### src/qsi_pkg.sv
// Shared types, widths and constants of the quintic segment interpolator.
package qsi_pkg;

    localparam int POS_W         = 24;
    localparam int ANG_W         = 16;
    localparam int SPD_W         = 24;
    localparam int STEP_W        = 6;
    localparam int MAX_STEPS_DEF = 63;
    localparam int STEPS_RESET   = 10;
    localparam int TRIG_W        = 18;
    localparam int CXY_W         = 20;
    localparam int CZ_W          = 18;
    localparam int CORDIC_ROUNDS = 16;
    localparam int CORDIC_GAIN   = 39797;
    localparam int TRIG_ONE      = 65536;
    localparam int QUARTER_TURN  = 16384;
    localparam int HALF_TURN     = 32768;
    localparam int TRIG_FRAC     = 16;
    localparam int VEL_W         = 26;
    localparam int COEF_W        = 40;
    localparam int MUL_W         = 33;
    localparam int PROD_W        = 2 * MUL_W;
    localparam int WGT_W         = 30;
    localparam int QUO_W         = 36;
    localparam int SUM_W         = QUO_W + 2;
    localparam int STORE_DEPTH   = 10;
    localparam int AXIS_TERMS    = 5;

    typedef logic [STEP_W-1:0] steps_t;

    typedef struct packed {
        logic signed [POS_W-1:0] start_x;
        logic signed [POS_W-1:0] start_y;
        logic signed [POS_W-1:0] end_x;
        logic signed [POS_W-1:0] end_y;
        logic signed [ANG_W-1:0] start_heading;
        logic signed [ANG_W-1:0] end_heading;
        logic [SPD_W-1:0]        start_speed;
        logic [SPD_W-1:0]        end_speed;
        logic                    include_end;
    } seg_t;

    typedef struct packed {
        logic signed [POS_W-1:0] point_x;
        logic signed [POS_W-1:0] point_y;
        logic                    last_point;
    } point_t;

    function automatic logic [13:0] atan_units(input logic [3:0] k);
        logic [13:0] r;
        begin
            case (k)
                4'd0:    r = 14'd8192;
                4'd1:    r = 14'd4836;
                4'd2:    r = 14'd2555;
                4'd3:    r = 14'd1297;
                4'd4:    r = 14'd651;
                4'd5:    r = 14'd326;
                4'd6:    r = 14'd163;
                4'd7:    r = 14'd81;
                4'd8:    r = 14'd41;
                4'd9:    r = 14'd20;
                4'd10:   r = 14'd10;
                4'd11:   r = 14'd5;
                4'd12:   r = 14'd3;
                4'd13:   r = 14'd1;
                4'd14:   r = 14'd1;
                default: r = 14'd0;
            endcase
            return r;
        end
    endfunction

endpackage

### src/qsi_cordic.sv
// Iterative CORDIC unit giving sine and cosine of a binary angle.
module qsi_cordic
    import qsi_pkg::*;
(
    input  logic                     clk,
    input  logic                     rst_n,
    input  logic                     start,
    input  logic signed [ANG_W-1:0]  angle,
    output logic                     done,
    output logic signed [TRIG_W-1:0] sin_val,
    output logic signed [TRIG_W-1:0] cos_val
);

    logic signed [CXY_W-1:0]  x_reg, x_next, y_reg, y_next;
    logic signed [CZ_W-1:0]   z_reg, z_next;
    logic [3:0]               k_reg;
    logic                     busy_reg, neg_reg, done_reg;
    logic signed [TRIG_W-1:0] sin_reg, cos_reg;
    logic signed [CZ_W-1:0]   ang_ext, fold_z, atan_ext;
    logic                     fold_neg;
    logic signed [CXY_W-1:0]  fx, fy;

    function automatic logic signed [TRIG_W-1:0] clamp_trig(input logic signed [CXY_W-1:0] v);
        logic signed [TRIG_W-1:0] r;
        begin
            if (v > CXY_W'(TRIG_ONE))
                r = TRIG_W'(TRIG_ONE);
            else if (v < -CXY_W'(TRIG_ONE))
                r = -TRIG_W'(TRIG_ONE);
            else
                r = TRIG_W'(v);
            return r;
        end
    endfunction

    always_comb
    begin
        ang_ext  = CZ_W'(angle);
        fold_neg = 1'b0;
        fold_z   = ang_ext;
        if (ang_ext > CZ_W'(QUARTER_TURN))
        begin
            fold_z   = ang_ext - CZ_W'(HALF_TURN);
            fold_neg = 1'b1;
        end
        else if (ang_ext < -CZ_W'(QUARTER_TURN))
        begin
            fold_z   = ang_ext + CZ_W'(HALF_TURN);
            fold_neg = 1'b1;
        end
        atan_ext = CZ_W'(atan_units(k_reg));
        if (z_reg >= 0)
        begin
            x_next = x_reg - (y_reg >>> k_reg);
            y_next = y_reg + (x_reg >>> k_reg);
            z_next = z_reg - atan_ext;
        end
        else
        begin
            x_next = x_reg + (y_reg >>> k_reg);
            y_next = y_reg - (x_reg >>> k_reg);
            z_next = z_reg + atan_ext;
        end
        fx = neg_reg ? -x_next : x_next;
        fy = neg_reg ? -y_next : y_next;
    end

    always_ff @(posedge clk or negedge rst_n)
    begin
        if (!rst_n)
        begin
            busy_reg <= 1'b0;
            done_reg <= 1'b0;
            k_reg    <= '0;
        end
        else
        begin
            done_reg <= 1'b0;
            if (start)
            begin
                busy_reg <= 1'b1;
                k_reg    <= '0;
            end
            else if (busy_reg)
            begin
                k_reg <= k_reg + 4'd1;
                if (k_reg == 4'(CORDIC_ROUNDS - 1))
                begin
                    busy_reg <= 1'b0;
                    done_reg <= 1'b1;
                end
            end
        end
    end

    always_ff @(posedge clk)
    begin
        if (start)
        begin
            x_reg   <= CXY_W'(CORDIC_GAIN);
            y_reg   <= '0;
            z_reg   <= fold_z;
            neg_reg <= fold_neg;
        end
        else if (busy_reg)
        begin
            x_reg <= x_next;
            y_reg <= y_next;
            z_reg <= z_next;
            if (k_reg == 4'(CORDIC_ROUNDS - 1))
            begin
                sin_reg <= clamp_trig(fy);
                cos_reg <= clamp_trig(fx);
            end
        end
    end

    assign done    = done_reg;
    assign sin_val = sin_reg;
    assign cos_val = cos_reg;

endmodule

### config.mk
export PLATFORM = sky130hd
export DESIGN_NAME = qsi_cordic
export DESIGN_NICKNAME = d
export VERILOG_FILES = /design/src/qsi_pkg.sv /design/src/qsi_cordic.sv
export SDC_FILE = /design/constraint.sdc
export NUM_CORES = 1
export LEC_CHECK = 0
export BUFFER_PORTS_ARGS = -buffer_cell sky130_fd_sc_hd__buf_2
export CAP_MARGIN = 0
export CORE_MARGIN = 1
export CORE_UTILIZATION = 55
export CTS_BUF_LIST = sky130_fd_sc_hd__clkbuf_16
export CTS_CLUSTER_SIZE = 24
export DETAILED_ROUTE_END_ITERATION = 8
export PLACE_DENSITY = 0.77
export SYNTH_ARGS = -nofsm -noshare
export SYNTH_HDL_FRONTEND = slang
export SYNTH_SLANG_ARGS = --single-unit
### constraint.sdc
create_clock -name clk -period 18.1 [get_ports clk]
set_input_delay 1.81 -clock clk [delete_from_list [all_inputs] [get_ports clk]]
set_output_delay 1.81 -clock clk [all_outputs]
set_load 0.01 [all_outputs]
### After elaboration in Yosys (flattened, before gate mapping)

Memories as Yosys holds them, arrays and structs flattened.
Index checks and enable logic that the tools add are counted.

| word-level totals | value |
|---|---|
| register bits after elaboration | 101 |
| latch bits | 0 |
| RAM bits | 0 |
| memory bits (read-only) | 224 |
| bits of input ports | 19 |
| output and inout port bits | 37 |
| word-level logic and storage cells | 58 |
| memories kept | 1 |

| cells by class | value |
|---|---|
| add/subtract/negate cells | 11 |
| $mul | 0 |
| divide/modulo/power cells | 0 |
| magnitude comparators | 7 |
| equality and inequality tests | 1 |
| shift-type cells | 2 |
| mux-type cells | 20 |
| bitwise logic cells | 1 |
| reductions and logical operators | 4 |

Memory list:

| memory | words | width | rd ports | clocked after Yosys merged registers in | write ports | RTL line | source |
|---|---|---|---|---|---|---|---|
| (no name shown) | 16 | 14 | 1 | 0 | 0 | qsi_pkg.sv:52 | `case (k)` |

Operators with widths:

| operator | count |
|---|---|
| 18-bit 2-to-1 mux | 7 |
| 20-bit 2-to-1 mux | 4 |
| 20-bit adder | 2 |
| 20-bit by 18-bit greater-than comparator with 1-bit output (second input constant) | 2 |
| 20-bit by 17-bit less-than comparator with 1-bit output (second input constant) | 2 |
| 20-bit negation | 2 |
| 20-bit by 4-bit >>> shifter with 20-bit output | 2 |
| 20-bit subtractor | 2 |
| 16-bit by 17-bit adder with 18-bit output (second input constant) | 1 |
| 18-bit by 15-bit adder with 18-bit output | 1 |
| 18-bit by 1-bit >= comparator with 1-bit output (second input constant) | 1 |
| 16-bit by 17-bit subtractor with 18-bit output (second input constant) | 1 |
| 18-bit by 15-bit subtractor with 18-bit output | 1 |
| 16-bit greater-than comparator (second input constant) | 1 |
| 16-bit by 15-bit less-than comparator with 1-bit output (second input constant) | 1 |
| 4-bit 2-to-1 mux | 2 |
| 1-bit 2-to-1 mux | 7 |
| 4-bit by 1-bit adder with 4-bit output (second input constant) | 1 |
| 4-bit equality test (second input constant) | 1 |
| 2-bit OR reduction | 2 |
| 3-bit AND reduction | 1 |
| 2-bit nonzero test | 1 |
| 1-bit inverter | 1 |

### Depth between registers and ports, before layout

Gate-level depths: netlist of run 1.

| logic depth | value |
|---|---|
| word-level depth | 7 |
| depth in mapped cells | 29 |
| gate-level depth less buffers | 23 |

### Worst setup path after synthesis of run 1

No wires, ideal clock.

| path | value |
|---|---|
| kind | reg-to-reg |
| start | register k_reg[1] |
| end | register cos_reg[1], in the netlist cos_val[1], data pin |
| setup time | 0.267 ns |
| data arrival time | 6.640 ns |
| required time | 17.833 ns |
| setup slack | 11.193 ns |
| stages on the path, launching flop included | 30 |
| clock period less this slack | 6.907 ns |
| cell sequence | dfrtp_1 buf_2 buf_6 buf_2 buf_4 buf_2 buf_1 mux4_2 mux2i_1 o221a_2 ha_1 nand2_1 o21ai_0 nand2_1 xnor2_1 ha_1 clkbuf_1 nand4_1 a211oi_1 o31ai_1 a21boi_1 nor3_1 a311o_1 or3_1 clkbuf_1 o21ai_0 nor4_1 o31ai_1 buf_4 a21oi_1 |

| between the ends | value |
|---|---|
| cells in the longest elaborated chain, start to end | 7 |

Ends and longest elaborated chain:

| what | RTL line | source |
|---|---|---|
| start, declared | qsi_cordic.sv:16 | `logic [3:0] k_reg;` |
| start signal, assigned | qsi_cordic.sv:86 | `k_reg <= k_reg + 4'd1;` |
| 20-bit by 4-bit >>> shifter with 20-bit output * | qsi_cordic.sv:54, qsi_cordic.sv:60 |  |
| 20-bit adder or 20-bit subtractor (tied branches) | qsi_cordic.sv:60, qsi_cordic.sv:54 |  |
| 20-bit 2-to-1 mux * | qsi_cordic.sv:52 | `if (z_reg >= 0)` |
| 20-bit negation | qsi_cordic.sv:64 | `fx = neg_reg ? -x_next : x_next;` |
| 20-bit 2-to-1 mux * | qsi_cordic.sv:64 |  |
| 20-bit by 18-bit greater-than comparator with 1-bit output or 20-bit by 17-bit less-than comparator with 1-bit output (tied branches) | qsi_cordic.sv:26, qsi_cordic.sv:28 |  |
| 2-bit OR reduction (no source line) | - |  |
| end signal, assigned | qsi_cordic.sv:113 | `cos_reg <= clamp_trig(fx);` |
| end, declared | qsi_cordic.sv:18 | `logic signed [TRIG_W-1:0] sin_reg, cos_reg;` |

Every way passes the cells marked *; elsewhere a longest branch is shown, timed or not.
A chain may end at the register's enable or synchronous reset.

### Worst setup path in the final report of run 1

| path | value |
|---|---|
| start | register k_reg[1] |
| end | register sin_reg[2], in the netlist sin_val[2], data pin |

| between the ends | value |
|---|---|
| cells in the longest elaborated chain, start to end | 7 |

Ends and longest elaborated chain:

| what | RTL line | source |
|---|---|---|
| 20-bit by 4-bit >>> shifter with 20-bit output * | qsi_cordic.sv:55, qsi_cordic.sv:61 |  |
| 20-bit subtractor or 20-bit adder (tied branches) | qsi_cordic.sv:61, qsi_cordic.sv:55 |  |
| 20-bit 2-to-1 mux * | qsi_cordic.sv:52 |  |
| 20-bit negation | qsi_cordic.sv:65 | `fy = neg_reg ? -y_next : y_next;` |
| 20-bit 2-to-1 mux * | qsi_cordic.sv:65 |  |
| 20-bit by 18-bit greater-than comparator with 1-bit output or 20-bit by 17-bit less-than comparator with 1-bit output (tied branches) | qsi_cordic.sv:26, qsi_cordic.sv:28 |  |
| 2-bit OR reduction (no source line) | - |  |
| end signal, assigned | qsi_cordic.sv:112 | `sin_reg <= clamp_trig(fy);` |
| end, declared | qsi_cordic.sv:18 |  |

Marks and branches as above.

==> metrics.txt, run 1 <==
# TYPE chip_impl_metric gauge
chip_impl_info{name="outcome",value="complete, no violations"} 1
chip_impl_info{name="highest_delay_cell_along_the_critical_path",value="sky130_fd_sc_hd__a31oi_2"} 1
chip_impl_metric{name="path_max_fanout",unit=""} 70
chip_impl_metric{name="ctsResizeCount",unit=""} 0
chip_impl_metric{name="num_rows",unit=""} 52
chip_impl_info{name="crit_family",value="simple AND/OR/NAND/NOR gates"} 1
chip_impl_metric{name="cts_setup_buffers",unit=""} 0
chip_impl_metric{name="synth-seq-cells",unit=""} 101
chip_impl_metric{name="insertedDiodeCount",unit=""} 0
chip_impl_metric{name="finalHoldViolations",unit=""} 0
chip_impl_metric{name="synth_warnings",unit=""} 0
chip_impl_info{name="busiest_layer",value="met2"} 1
chip_impl_metric{name="final_net_count",unit=""} 1418
chip_impl_metric{name="largest_net_degree_at_the_start_of_global_routing",unit=""} 89
chip_impl_metric{name="postSynthCellCount",unit=""} 1334
chip_impl_metric{name="clkSlewWorstSetupHoldPaths",unit="ns"} 0.08
chip_impl_metric{name="route.final.wire_length",unit="mm"} 29.6
chip_impl_metric{name="final_antenna_net_count",unit=""} 0
chip_impl_metric{name="synthesis.area_per_instance",unit="um2"} 8.69
chip_impl_metric{name="cts_buffers",unit=""} 9
chip_impl_metric{name="final_max_slew_viol_count",unit=""} 0
chip_impl_metric{name="detailedRoute.firstIterationViolations",unit=""} 1019
chip_impl_metric{name="async_set_or_reset_flop_fraction_in_the_synthesized_netlist",unit=""} 0.0594
chip_impl_metric{name="gp_congestion",unit=""} 0.894
chip_impl_metric{name="fp.coreArea",unit="um2"} 20400
chip_impl_metric{name="clock_tree.buffer_depth",unit=""} 2
chip_impl_metric{name="floorplan.die_area",unit="um2"} 21700
chip_impl_metric{name="grt_use_met3",unit=""} 0.0382
chip_impl_metric{name="wire_per_inst",unit="um"} 18.5
chip_impl_metric{name="final.min_clock_period",unit="ns"} 7.87
chip_impl_metric{name="buffer_ports.inserted",unit=""} 55
chip_impl_metric{name="clock-skew-final",unit="ns"} 0.0106
chip_impl_metric{name="stage_delay_of_the_slowest_cell_on_the_critical_path",unit="ns"} 0.77
chip_impl_metric{name="maxSlewHeadroom",unit=""} 0.301
chip_impl_metric{name="synthesis.area",unit="um2"} 11600
chip_impl_metric{name="globalRouteMet1Util",unit=""} 0.365
chip_impl_info{name="ys.flop_type",value="sky130_fd_sc_hd__edfxtp_1"} 1
chip_impl_metric{name="floorplan.die.width",unit="um"} 147
chip_impl_metric{name="hpwlAfterDp",unit="mm"} 21.5
chip_impl_metric{name="cp_data_required_time",unit="ns"} 18.19
chip_impl_metric{name="groute.usage.overall",unit=""} 0.277
chip_impl_metric{name="drt_first_pass_iters",unit=""} 6
chip_impl_metric{name="die_y",unit="um"} 147
chip_impl_metric{name="cts_hold_repair.buffers",unit=""} 0
chip_impl_metric{name="synth_top_area_frac",unit=""} 0.142
chip_impl_info{name="crit_path_start_kind",value="flop"} 1
chip_impl_metric{name="worstPathBufferInverterCount",unit=""} 3
chip_impl_info{name="criticalPathCategory",value="flop to flop"} 1
chip_impl_info{name="crit_path_cell_trace",value="buf_4, inv_1, mux4_2, mux2i_1, inv_1, ha_1, nand2b_1, o21ai_0, xor2_1, ha_1, and3_1, a221oi_2, xnor2_1, nor4_1, o2111ai_1, nor4_1, a41oi_1, xnor3_1, and4b_1, a31oi_2, nor2_1"} 1
chip_impl_metric{name="grt_remaining_overflow",unit=""} 0
chip_impl_metric{name="dpl-instance-area",unit="um2"} 11900
chip_impl_metric{name="worstMarginPinSlew",unit="ns"} 1.05
chip_impl_metric{name="max_clock_freq",unit="MHz"} 127
chip_impl_metric{name="final_layout_size_suffix_gt1_frac",unit=""} 0.140
chip_impl_info{name="timing.hold.worst.class",value="flop to flop"} 1
chip_impl_metric{name="effective_utilization_at_floorplan",unit=""} 0.567
chip_impl_info{name="ys_top_cells_by_area",value="sky130_fd_sc_hd__edfxtp_1 (14%), sky130_fd_sc_hd__mux4_2 (9.7%), sky130_fd_sc_hd__ha_1 (7.3%)"} 1
chip_impl_metric{name="first_global_vias",unit=""} 9699
chip_impl_metric{name="area_delta_synth_final",unit="%"} 5.59
chip_impl_metric{name="grt_antenna_before_repair",unit=""} 0
chip_impl_metric{name="synth_enable_flop_cells",unit=""} 55
chip_impl_metric{name="setup-violations-final",unit=""} 0
chip_impl_metric{name="final.setup.tns",unit="ns"} 0
chip_impl_metric{name="grt_pass1_wl",unit="mm"} 48.4
chip_impl_metric{name="drv.max_cap_violation_count",unit=""} 0
chip_impl_metric{name="cp.arrival",unit="ns"} 7.96
chip_impl_info{name="unrepaired_setup_endpoints_after_global_routing",value="false"} 1
chip_impl_metric{name="yosys.cell_types.count",unit=""} 90
chip_impl_metric{name="drt_drc_violations_left",unit=""} 0
chip_impl_info{name="crit_end_category",value="flop"} 1
chip_impl_metric{name="yosysSeqAreaShare",unit=""} 0.225
chip_impl_metric{name="postLayoutCellArea",unit="um2"} 12200
chip_impl_metric{name="cts.sink_count",unit=""} 101
chip_impl_info{name="tritoncts",value="done"} 1
chip_impl_info{name="yosysTopAreaCell",value="sky130_fd_sc_hd__edfxtp_1"} 1
chip_impl_metric{name="grt_util_met2",unit=""} 0.455
chip_impl_metric{name="clock_tree.htree_level_count",unit=""} 3
chip_impl_metric{name="boundaryPins",unit=""} 56
chip_impl_metric{name="clk-insertion-delay-late",unit="ns"} 0.37
chip_impl_metric{name="avgViaCountPerCell",unit=""} 6.46
chip_impl_metric{name="layout_worst_path_cycle_share",unit=""} 0.435
chip_impl_info{name="ctsRootBufferMaster",value="sky130_fd_sc_hd__clkbuf_16"} 1
chip_impl_metric{name="via_count",unit=""} 10354
chip_impl_metric{name="synthesis.nets",unit=""} 1424
-- worst paths after layout --
kind / from / endpoint / slack (ns) / cells past startpoint
worst max register to register: k_reg[1]$_DFFE_PN0P_ / sin_val[2]$_SDFFCE_PP0P_ / 10.23 / 21
max in group asynchronous: rst_n / k_reg[3]$_DFFE_PN0P_ / 16.68 / 1
worst min-delay path: x_reg[0]$_SDFFE_PP1P_ / x_reg[0]$_SDFFE_PP1P_ / 0.54 / 2
worst max-delay path: k_reg[1]$_DFFE_PN0P_ / sin_val[2]$_SDFFCE_PP0P_ / 10.23 / 21
worst min register to register: x_reg[0]$_SDFFE_PP1P_ / x_reg[0]$_SDFFE_PP1P_ / 0.54 / 2
min in group asynchronous: rst_n / k_reg[1]$_DFFE_PN0P_ / 1.25 / 1
-- cell usage after synthesis, types with 11 or more instances --
master,instances
sky130_fd_sc_hd__ha_1,68
sky130_fd_sc_hd__clkbuf_1,53
sky130_fd_sc_hd__nand2b_1,20
sky130_fd_sc_hd__inv_1,43
sky130_fd_sc_hd__a21o_1,18
sky130_fd_sc_hd__o31ai_1,23
sky130_fd_sc_hd__nor2_1,121
sky130_fd_sc_hd__xor2_1,55
sky130_fd_sc_hd__mux4_2,50
sky130_fd_sc_hd__and2_1,13
sky130_fd_sc_hd__nand3_1,23
sky130_fd_sc_hd__nor2b_1,16
sky130_fd_sc_hd__nand2_1,102
sky130_fd_sc_hd__o21a_1,14
sky130_fd_sc_hd__a21oi_1,84
sky130_fd_sc_hd__nor3_1,32
sky130_fd_sc_hd__mux2_2,12
sky130_fd_sc_hd__edfxtp_1,55
sky130_fd_sc_hd__o21ai_0,81
sky130_fd_sc_hd__a211oi_1,20
sky130_fd_sc_hd__nor4_1,18
sky130_fd_sc_hd__or3_1,13
sky130_fd_sc_hd__xnor2_1,72
sky130_fd_sc_hd__o211ai_1,11
sky130_fd_sc_hd__buf_2,12
sky130_fd_sc_hd__mux2i_1,56
sky130_fd_sc_hd__dfxtp_1,40
-- tightest hold or removal path, delay by kind of cell, from the launching register on --
family | cells | cell delay, ns
DFF | 1 | 0.35
and+or+nand+nor | 1 | 0.07
AOI/OAI and AO/OA | 1 | 0.09
-- routing by layer --
layer / share of wire / wire length [um]
met1: 0.44 / 13000
met2: 0.46 / 13600
met3: 0.068 / 2020
met5: 0 / 0
met4: 0.031 / 924
-- cell type report --
class,instances,area [um2]
multi-input combinational,1104,8450
fill,1796,8190
sequential,101,2610
timing repair buffer,66,358
tap,270,338
clock buffer,9,225
inverter,46,173
clock inverter,6,88.8
-- cell families after synthesis --
kind of cell,synth area share
and+or+nand+nor,0.181
adders and majority gates,0.0786
DFF,0.225
xor gates and xnor gates,0.101
muxes,0.158
AOI/OAI and AO/OA,0.209
buffers and inverters,0.0470
-- cell usage in the layout (no fill, tap or decap), drive strengths merged, types with 18 or more instances in the layout --
master / n
nor4: 18
o31ai: 23
edfxtp: 55
xnor2: 72
nor2: 131
inv: 45
a21o: 18
a21oi: 84
mux4: 50
nand2b: 20
dfxtp: 40
o21ai: 81
ha: 68
nand3: 23
nand2: 102
buf: 66
xor2: 56
nor3: 32
mux2i: 56
a211oi: 20
-- per-stage QoR --
step           hold slack [ns]  cells  setup WS (ns)   util
2_1_floorplan            0.466   1334          11.19      -
5_1_grt                  0.555   1602           9.74  0.599
3_3_place_gp             0.515   1587          10.49  0.584
3_5_place_dp             0.513   1587          10.33  0.584
4_1_cts                  0.531   1602          10.31  0.599
6_report                 0.536   1602          10.23  0.599
Power of run 1 is not shown: default switching activity piles up to over one toggle a cycle in this logic, so the estimate is an artifact.
==> run 2: changes to the inputs <==
- PLACE_DENSITY: 0.77 -> 0.79
- clock period: 18.1 -> 6.7 ns (I/O delays scaled with it)
==> run 2 against run 1 <==
  * Maximum frequency up 23%
  * Critical path type unchanged
  * Highest routed layer unchanged
  * Clock skew up 0.0050 ns
  * Register-to-register slack worse by 9.9 ns
  * Die area unchanged
  * Sequential share of layout area down 0.84 points
  * Cell count up 3.9%
==> metrics.txt, run 2 (same netlist as run 1, synthesis figures left out) <==
# TYPE chip_impl_metric gauge
chip_impl_info{name="outcome",value="complete, no violations"} 1
chip_impl_metric{name="clock-skew-final",unit="ns"} 0.0157
chip_impl_metric{name="stage_delay_of_the_slowest_cell_on_the_critical_path",unit="ns"} 0.55
chip_impl_metric{name="grt_antenna_before_repair",unit=""} 0
chip_impl_metric{name="dp_cells",unit=""} 1641
chip_impl_info{name="startpoint_of_the_most_critical_register_to_register_path",value="k_reg[1]$_DFFE_PN0P_"} 1
chip_impl_info{name="tritoncts",value="done"} 1
chip_impl_metric{name="insertedDiodeCount",unit=""} 0
chip_impl_metric{name="cp_data_required_time",unit="ns"} 6.83
chip_impl_metric{name="drv.max_cap_violation_count",unit=""} 0
chip_impl_metric{name="grt_remaining_overflow",unit=""} 0
chip_impl_metric{name="worstMarginPinSlew",unit="ns"} 0.916
chip_impl_metric{name="drt_drc_violations_left",unit=""} 0
chip_impl_info{name="crit_end_category",value="flop"} 1
chip_impl_metric{name="layout_worst_path_cycle_share",unit=""} 0.955
chip_impl_metric{name="hpwlAfterDp",unit="mm"} 22.8
chip_impl_metric{name="drt_first_pass_iters",unit=""} 5
chip_impl_metric{name="maxSlewHeadroom",unit=""} 0.389
chip_impl_metric{name="path_max_fanout",unit=""} 15
chip_impl_metric{name="cts.sink_count",unit=""} 101
chip_impl_metric{name="cts_hold_repair.buffers",unit=""} 0
chip_impl_metric{name="fp.coreArea",unit="um2"} 20400
chip_impl_metric{name="clkSlewWorstSetupHoldPaths",unit="ns"} 0.08
chip_impl_metric{name="wl_met2",unit="mm"} 14.2
chip_impl_metric{name="clock_tree.htree_level_count",unit=""} 3
chip_impl_metric{name="final_max_slew_viol_count",unit=""} 0
chip_impl_metric{name="final.setup.tns",unit="ns"} 0
chip_impl_metric{name="clock_tree.buffer_depth",unit=""} 2
chip_impl_metric{name="area_of_combinational_cells_with_multiple_inputs",unit="um2"} 8500
chip_impl_metric{name="final.hold.worst_slack",unit="ns"} 0.114
chip_impl_info{name="timing.hold.worst.class",value="input pin to async pin"} 1
chip_impl_info{name="source_of_the_critical_timing_path",value="k_reg[1]$_DFFE_PN0P_"} 1
chip_impl_metric{name="first_global_vias",unit=""} 10149
chip_impl_metric{name="worstPathBufferInverterCount",unit=""} 3
chip_impl_metric{name="grt_pass1_wl",unit="mm"} 49.9
chip_impl_metric{name="cp.arrival",unit="ns"} 6.53
chip_impl_metric{name="num_rows",unit=""} 52
chip_impl_metric{name="final_layout_size_suffix_gt1_frac",unit=""} 0.185
chip_impl_info{name="unrepaired_setup_endpoints_after_global_routing",value="false"} 1
chip_impl_metric{name="floorplan.die_area",unit="um2"} 21700
chip_impl_metric{name="fillers",unit=""} 1714
chip_impl_metric{name="buffer_ports.inserted",unit=""} 55
chip_impl_metric{name="clk-insertion-delay-late",unit="ns"} 0.38
chip_impl_metric{name="finalHoldViolations",unit=""} 0
chip_impl_metric{name="final_util",unit=""} 0.625
chip_impl_metric{name="route.final.wire_length",unit="mm"} 30.6
chip_impl_info{name="crit_family",value="compound AO/OA/AOI/OAI gates"} 1
chip_impl_metric{name="groute.usage.overall",unit=""} 0.285
chip_impl_metric{name="stdcell_count",unit=""} 1665
chip_impl_metric{name="largest_net_degree_at_the_start_of_global_routing",unit=""} 89
chip_impl_metric{name="area_delta_synth_final",unit="%"} 10.1
chip_impl_metric{name="setup-violations-final",unit=""} 0
chip_impl_metric{name="final_antenna_net_count",unit=""} 0
chip_impl_metric{name="met1_length",unit="mm"} 13.0
chip_impl_metric{name="regArea",unit="um2"} 2610
chip_impl_metric{name="avgViaCountPerCell",unit=""} 6.44
chip_impl_metric{name="wire_per_inst",unit="um"} 18.4
chip_impl_metric{name="final_net_count",unit=""} 1480
chip_impl_info{name="layout_common_cells",value="sky130_fd_sc_hd__nor2_1 (121), sky130_fd_sc_hd__nand2_1 (102), sky130_fd_sc_hd__a21oi_1 (84)"} 1
chip_impl_metric{name="gp_congestion",unit=""} 0.952
chip_impl_metric{name="max_clock_freq",unit="MHz"} 156
chip_impl_info{name="dr.max_layer_used",value="met4"} 1
chip_impl_metric{name="boundaryPins",unit=""} 56
chip_impl_metric{name="total_met3_wirelength_after_detailed_routing",unit="mm"} 2.20
chip_impl_metric{name="final.min_clock_period",unit="ns"} 6.40
chip_impl_metric{name="via_count",unit=""} 10717
chip_impl_metric{name="floorplan.die.width",unit="um"} 147
chip_impl_metric{name="die_y",unit="um"} 147
chip_impl_metric{name="detailedRoute.firstIterationViolations",unit=""} 1065
chip_impl_info{name="final_common_cell",value="sky130_fd_sc_hd__nor2_1"} 1
chip_impl_info{name="criticalPathCategory",value="flop to flop"} 1
chip_impl_info{name="highest_delay_cell_along_the_critical_path",value="sky130_fd_sc_hd__or4_4"} 1
chip_impl_metric{name="effective_utilization_at_floorplan",unit=""} 0.567
chip_impl_info{name="crit_path_cell_trace",value="buf_4, inv_1, mux2_2, mux4_2, or3b_4, or3_1, o21ai_0, xnor2_1, ha_2, a21oi_1, o21a_1, o21ai_1, xor2_1, a2111o_1, or4_4, o31ai_4, xor2_1, o31ai_1, a31oi_2, buf_6, nor2_1"} 1
chip_impl_metric{name="cts_buffers",unit=""} 9
chip_impl_info{name="crit_path_start_kind",value="flop"} 1
chip_impl_info{name="cell_seen_most_often_among_critical_path_stages",value="sky130_fd_sc_hd__xor2_1"} 1
chip_impl_info{name="ctsRootBufferMaster",value="sky130_fd_sc_hd__clkbuf_16"} 1
[run 2: cell types whose count changed in the layout (fill, tap and decap cells not counted), moves of 3 or more]
cell / previous run / this run
sky130_fd_sc_hd__buf_4: 11 / 70
sky130_fd_sc_hd__buf_6: 0 / 3
sky130_fd_sc_hd__inv_6: 0 / 4
sky130_fd_sc_hd__o21ai_0: 81 / 78
sky130_fd_sc_hd__o21ai_1: 0 / 3
[run 2: metrics by stage]
step	setup WS, ns	area (um2)
floorplan	0.0134	11600
global placement	-0.115	12300
detailed placement	-0.195	12300
CTS	0.0425	12700
global route	0.00543	12800
finish	0.299	12800
[run 2: worst reg2reg max path: cells and delay by family (launching register included)]
family / cells / cell delay (ns)
muxes: 2 / 0.86
xor gates and xnor gates: 3 / 0.57
and+or+nand+nor: 4 / 1.48
adders and majority gates: 1 / 0.35
DFF: 1 / 0.54
AOI/OAI and AO/OA: 8 / 1.86
buffers and inverters: 3 / 0.52
[run 2: routing by layer]
layer / track usage / vias to the layer above
met3: 0.0360 / 98
met5: 0 / -
met1: 0.372 / 5037
li1: - / 5117
met2: 0.466 / 465
met4: 0.139 / 0
[run 2: worst paths after layout]
check	slack, ns	cells past startpoint	end
max in group asynchronous	6.42	1	k_reg[1]$_DFFE_PN0P_
min	0.11	1	done$_DFF_PN0_
max reg2reg	0.30	21	sin_val[3]$_SDFFCE_PP0P_
max	0.30	21	sin_val[3]$_SDFFCE_PP0P_
min in group clk	0.53	2	x_reg[0]$_SDFFE_PP1P_
min reg2reg	0.53	2	x_reg[0]$_SDFFE_PP1P_
[run 2: cell type report]
type | count | area share
Tap cell | 270 | 0.0265
Clock buffer | 9 | 0.0176
Clock inverter | 7 | 0.00618
Inverter | 46 | 0.0135
Timing Repair Buffer | 128 | 0.0654
Sequential cell | 101 | 0.205
Multi-Input combinational cell | 1104 | 0.666
[run 2: repair_timing]
item | 4_1_cts | 5_1_grt
resized for setup | 4 | 12
setup endpoints to repair | 22 | 33
buffers inserted | 1 | 7
Power of run 2 is left out for the same reason.
